File: config.mk
export PLATFORM = sky130hd
export DESIGN_NAME = boca_sig_unit
export DESIGN_NICKNAME = d
export VERILOG_FILES = /design/src/boca_pkg.sv /design/src/boca_sig_unit.sv
export SDC_FILE = /design/constraint.sdc
export NUM_CORES = 1
export LEC_CHECK = 0
export ABC_AREA = 1
export BUFFER_PORTS_ARGS = -buffer_cell sky130_fd_sc_hd__buf_2
export CELL_PAD_IN_SITES_DETAIL_PLACEMENT = 0
export CELL_PAD_IN_SITES_GLOBAL_PLACEMENT = 1
export CORE_MARGIN = 2
export CORE_UTILIZATION = 29
export DETAILED_ROUTE_END_ITERATION = 12
export PLACE_DENSITY_LB_ADDON = 0.1
export SLEW_MARGIN = 0
export SYNTH_ARGS = -nofsm -noshare
export SYNTH_HDL_FRONTEND = slang
export SYNTH_SLANG_ARGS = --single-unit
export TNS_END_PERCENT = 50
File: constraint.sdc
create_clock -name clk_i -period 18.3 [get_ports clk_i]
set_input_delay 3.66 -clock clk_i [delete_from_list [all_inputs] [get_ports clk_i]]
set_output_delay 3.66 -clock clk_i [all_outputs]
set_load 0.1 [all_outputs]
File: src/boca_pkg.sv
`timescale 1ns / 1ps
`default_nettype none

package boca_pkg;

  // Default sizes of the class table and of the box signature.
  localparam int unsigned MaxClassesDef = 256;
  localparam int unsigned MaxBoxesDef   = 8;

  // Fixed field widths.
  localparam int unsigned StateW  = 32;
  localparam int unsigned CfgW    = 6;
  localparam int unsigned CfgIdxW = 2;
  localparam int unsigned CountW  = 6;
  localparam int unsigned ClsOutW = 8;
  localparam int unsigned SigOutW = 48;
  localparam int unsigned ItemW   = 16;

  // Configuration register indexes.
  localparam logic [CfgIdxW-1:0] CfgLatticeLen = 2'd0;
  localparam logic [CfgIdxW-1:0] CfgBoxSize    = 2'd1;

  // Reset values of the configuration registers.
  localparam logic [CfgW-1:0] LatticeLenRst = 6'd32;
  localparam logic [CfgW-1:0] BoxSizeRst    = 6'd4;

  // Result status codes.
  typedef logic [1:0] status_t;
  localparam status_t StatExist   = 2'd0;
  localparam status_t StatNew     = 2'd1;
  localparam status_t StatFull    = 2'd2;
  localparam status_t StatTooMany = 2'd3;

  // Status of the signature builder towards the controller.
  typedef struct packed {
    logic done;
    logic too_many;
  } sig_stat_t;

  // Status of the class table towards the controller.
  typedef struct packed {
    logic    done;
    status_t status;
  } tbl_stat_t;

endpackage

`default_nettype wire

File: src/boca_sig_unit.sv
`timescale 1ns / 1ps
`default_nettype none

module boca_sig_unit #(
  parameter int unsigned MaxBoxes = boca_pkg::MaxBoxesDef
) (
  input  wire logic                                   clk_i,
  input  wire logic                                   rst_ni,
  input  wire logic                                   start_i,
  input  wire logic [boca_pkg::StateW-1:0]            word_i,
  input  wire logic [boca_pkg::CfgW-1:0]              lattice_len_i,
  input  wire logic [boca_pkg::CfgW-1:0]              box_size_i,
  output logic      [boca_pkg::CountW*MaxBoxes-1:0]   sig_o,
  output boca_pkg::sig_stat_t                         stat_o
);
  import boca_pkg::*;

  localparam int unsigned SigW = CountW * MaxBoxes;
  localparam int unsigned IdxW = $clog2(MaxBoxes + 1);
  localparam int unsigned PosW = CfgW + 1;

  logic              busy_q;
  logic [StateW-1:0] word_q;
  logic [PosW-1:0]   pos_q;
  logic [IdxW-1:0]   idx_q;
  logic [SigW-1:0]   sig_q, sig_d;

  logic [PosW-1:0]   box_end;
  logic              fits;
  logic              last;
  logic [StateW-1:0] box_mask;
  logic [StateW-1:0] box_bits;
  logic [CountW-1:0] ones;
  logic              finish;

  // One box per cycle: bounds check, shift, mask and population count.
  always_comb begin
    box_end  = pos_q + {1'b0, box_size_i};
    fits     = (box_size_i != '0) && (box_end <= {1'b0, lattice_len_i});
    last     = (idx_q == IdxW'(MaxBoxes));
    box_mask = ~({StateW{1'b1}} << box_size_i);
    box_bits = (word_q >> pos_q) & box_mask;
    ones     = CountW'($countones(box_bits));
    finish   = busy_q && (!fits || last);
  end

  // Place the count of the current box into its lane of the signature.
  always_comb begin
    sig_d = sig_q;
    for (int b = 0; b < MaxBoxes; b++) begin
      if (idx_q == IdxW'(b)) begin
        sig_d[b*CountW +: CountW] = ones;
      end
    end
  end

  // Sequencer state.
  always_ff @(posedge clk_i or negedge rst_ni) begin
    if (!rst_ni) begin
      busy_q <= 1'b0;
    end else if (start_i) begin
      busy_q <= 1'b1;
    end else if (finish) begin
      busy_q <= 1'b0;
    end
  end

  // Working registers.
  always_ff @(posedge clk_i) begin
    if (start_i) begin
      word_q <= word_i;
      pos_q  <= '0;
      idx_q  <= '0;
      sig_q  <= '0;
    end else if (busy_q && !finish) begin
      pos_q <= box_end;
      idx_q <= idx_q + 1'b1;
      sig_q <= sig_d;
    end
  end

  assign sig_o           = sig_q;
  assign stat_o.done     = finish;
  assign stat_o.too_many = busy_q && fits && last;

`ifndef SYNTHESIS
  // The box index never passes the box limit while the unit works.
  a_idx_range: assert property (@(posedge clk_i) disable iff (!rst_ni)
    busy_q |-> idx_q <= IdxW'(MaxBoxes))
    else $error("box index beyond limit");

  // A finished pass leaves the unit idle unless a new item starts.
  a_done_idle: assert property (@(posedge clk_i) disable iff (!rst_ni)
    (finish && !start_i) |=> !busy_q)
    else $error("unit still busy after finishing");

  // A too-many-boxes verdict only comes with the end of a pass.
  a_too_many_done: assert property (@(posedge clk_i) disable iff (!rst_ni)
    stat_o.too_many |-> stat_o.done)
    else $error("too many boxes without done");
`endif

endmodule

`default_nettype wire

==> flow_summary.ini <==
[status]
status = finished, final reports clean

[sta]
grt_setup_unrepaired = false
maxSlewViolCount = 0
setup_viol = 0
skew_ps = 14.3
max_freq_ghz = 0.0984
timing.hold.ws_ps = 470
layout_min_cycle_time_ps = 10160
worstMarginPinSlew_ps = 979
finalCritPeriodShare = 0.555
finalHoldViolCount = 0
fin_tns_setup_ps = 0
slew_headroom = 0.345

[floorplan]
die-area_mm2 = 0.0252
num_rows = 56
core_area_mm2 = 0.0235
die_w_um = 159
die_height_um = 159
start_util = 0.296
ios = 97

[logic_synthesis]
synth_common_cells = nand2_1, nor2_1, inv_1
ys_seq_elements = 92
synth_ff_type = dfxtp_1
async_flop_share = 0.0109
syn_area_mm2 = 0.00695
yosysSeqAreaShare = 0.312
yosysUniqueCellTypes = 42
yosysWarnings = 0
yosys.area.top_type_share = 0.170
yosys-top-cells-area = dfxtp_1, nand2_1, edfxtp_1, nor2_1, fa_1
syn_area_per_cell_um2 = 6.83
synthCells = 1017
mappedNetlistNets = 1112
synth_top_cell_by_area = dfxtp_1
yosysMostFrequentCell = nand2_1
synth_edf_count = 32

[hold_path]
whs_path_depth = 2
hp-class = reg -> reg
holdCritStartpoint = sig_o[27]
holdPathEnd = sig_o[27]

[worst_setup_path]
regToRegSetupSlack_ps = 11120
critical_path_class = in -> out
endpoint_kind = primary output
crit_arrival_ps = 6500
critPathMaxFanout = 7
critPathRequiredTime_ps = 14640
timing.rr.start = pos_q[0]
worstRegToRegCells = 22
startpoint_type = primary input
worstReg2RegEnd = sig_o[26]

[placed_design]
dpl_cell_area_mm2 = 0.00759
gp_congestion = 0.806
dpl.hpwl_um = 16200
io_buffers = 96
dp_cells = 1385

[clock_tree]
post_cts_resized = 0
clk_latency_ps = 360
cts_buffer_depth = 2
htree_levels = 3
cts_inserted_buffers = 9
clkTransAtPathRegs_ps = 70
cts_tree = yes
post_cts_buffers = 0
clkSinkCount = 92
cts_root_buf = clkbuf_16
cts_hold_buf = 0

[detailed_routing]
wl_per_cell_um = 14.8
drt_wl_total_um = 20800
drt_first_iter_violations = 396
drc = 0
vias_per_cell = 4.49
route.antenna.remaining_nets = 0
dr.pass1.iters = 5
route.vias.total = 6293

[run]
drv_cap = 0

[global_routing]
grt_pass1_wl_um = 33500
antenna_found_initial = 0
grt_overflow = 0
grt_max_degree = 48
grt_pass1_vias = 6121
grt_usage = 0.168

[finish]
final_area_mm2 = 0.00790
layout-drive-gt1-share = 0.133
nets = 1172
area_delta_synth_final_pct = 13.6
layoutNonFillerInstCount = 1401
antennaDiodeCount = 0
-- kinds of logic after synthesis --
| group | count (synthesis) | synth area share |
|---|---|---|
| XOR/XNOR | 9 | 0.0113 |
| flip-flops | 92 | 0.312 |
| buffers and inverters | 189 | 0.114 |
| AND/OR/NAND/NOR | 541 | 0.339 |
| adder cells (fa/ha/maj) | 48 | 0.113 |
| AO/OA/AOI/OAI | 134 | 0.105 |
| multiplexers | 4 | 0.00576 |
-- metrics by stage --
| stage | worst slack (ps) | utilization |
|---|---|---|
| 2_1_floorplan | 7700 | - |
| 3_3_place_gp | 8140 | 0.324 |
| 3_5_place_dp | 8110 | 0.324 |
| 4_1_cts | 8110 | 0.336 |
| 5_1_grt | 7890 | 0.336 |
| 6_report | 8140 | 0.336 |
-- flip-flops by register name (all words and copies together) (netlist names) --
signal	flops
pos_q	7
busy_q	1
idx_q	4
word_q	32
sig_o	48
-- area by class of cell --
class,count,area (um^2)
Clock inverter,6,65.1
Sequential cell,92,2170
Fill cell,2583,15600
Inverter,135,507
Timing Repair Buffer,103,533
Tap cell,319,399
Clock buffer,10,239
Multi-Input combinational cell,736,3990
-- per-layer routing --
layer | wire length, um | GRT usage | vias to the layer above
met2 | 9160 | 0.262 | 107
met4 | 227 | 0.0371 | 0
li1 | - | - | 3324
met1 | 10600 | 0.243 | 2849
met3 | 764 | 0.0282 | 13
met5 | 0 | 0 | -
-- worst max-delay path, stage by stage --
cell and delay, ps:
buf_2 120, ha_1 230, fa_1 410, nand2_1 90, nand2_1 70, nand2_1 80, xnor2_1 150, ha_1 280
and3_1 200, nand2_1 60, nand2_1 40, nand2_1 100, nand2_2 100, nor2_8 230, nand2_4 110, nor2_1 120
buf_2 440
-- placed cells by master (no fill, tap or decap), types with 5 or more instances in the layout --
cell type / synthesis / layout
a21oi_1: 29 / 29
buf_2: 15 / 96
buf_4: 4 / 7
clkbuf_16: 0 / 9
dfxtp_1: 59 / 59
edfxtp_1: 32 / 32
fa_1: 25 / 25
ha_1: 23 / 23
inv_1: 128 / 128
nand2_1: 272 / 272
nand3_1: 80 / 80
nand4_1: 5 / 5
nand4_4: 6 / 6
nor2_1: 155 / 155
nor3_1: 5 / 5
o211ai_1: 14 / 14
o21ai_0: 64 / 64
o21ai_1: 19 / 19
xor2_1: 7 / 7
-- worst max-delay path by stage --
stage                  startpoint  slack (ps)  depth (start not counted)         to
floorplan           box_size_i[0]        7700                         15  stat_o[0]
global placement    box_size_i[0]        8140                         17  stat_o[0]
detailed placement  box_size_i[0]        8110                         17  stat_o[0]
CTS                 box_size_i[0]        8110                         17  stat_o[0]
global route        box_size_i[2]        7890                         17  stat_o[0]
finish              box_size_i[0]        8140                         17  stat_o[0]
Power is not shown: default switching activity piles up to over one toggle a cycle in this logic, so the estimate is an artifact.
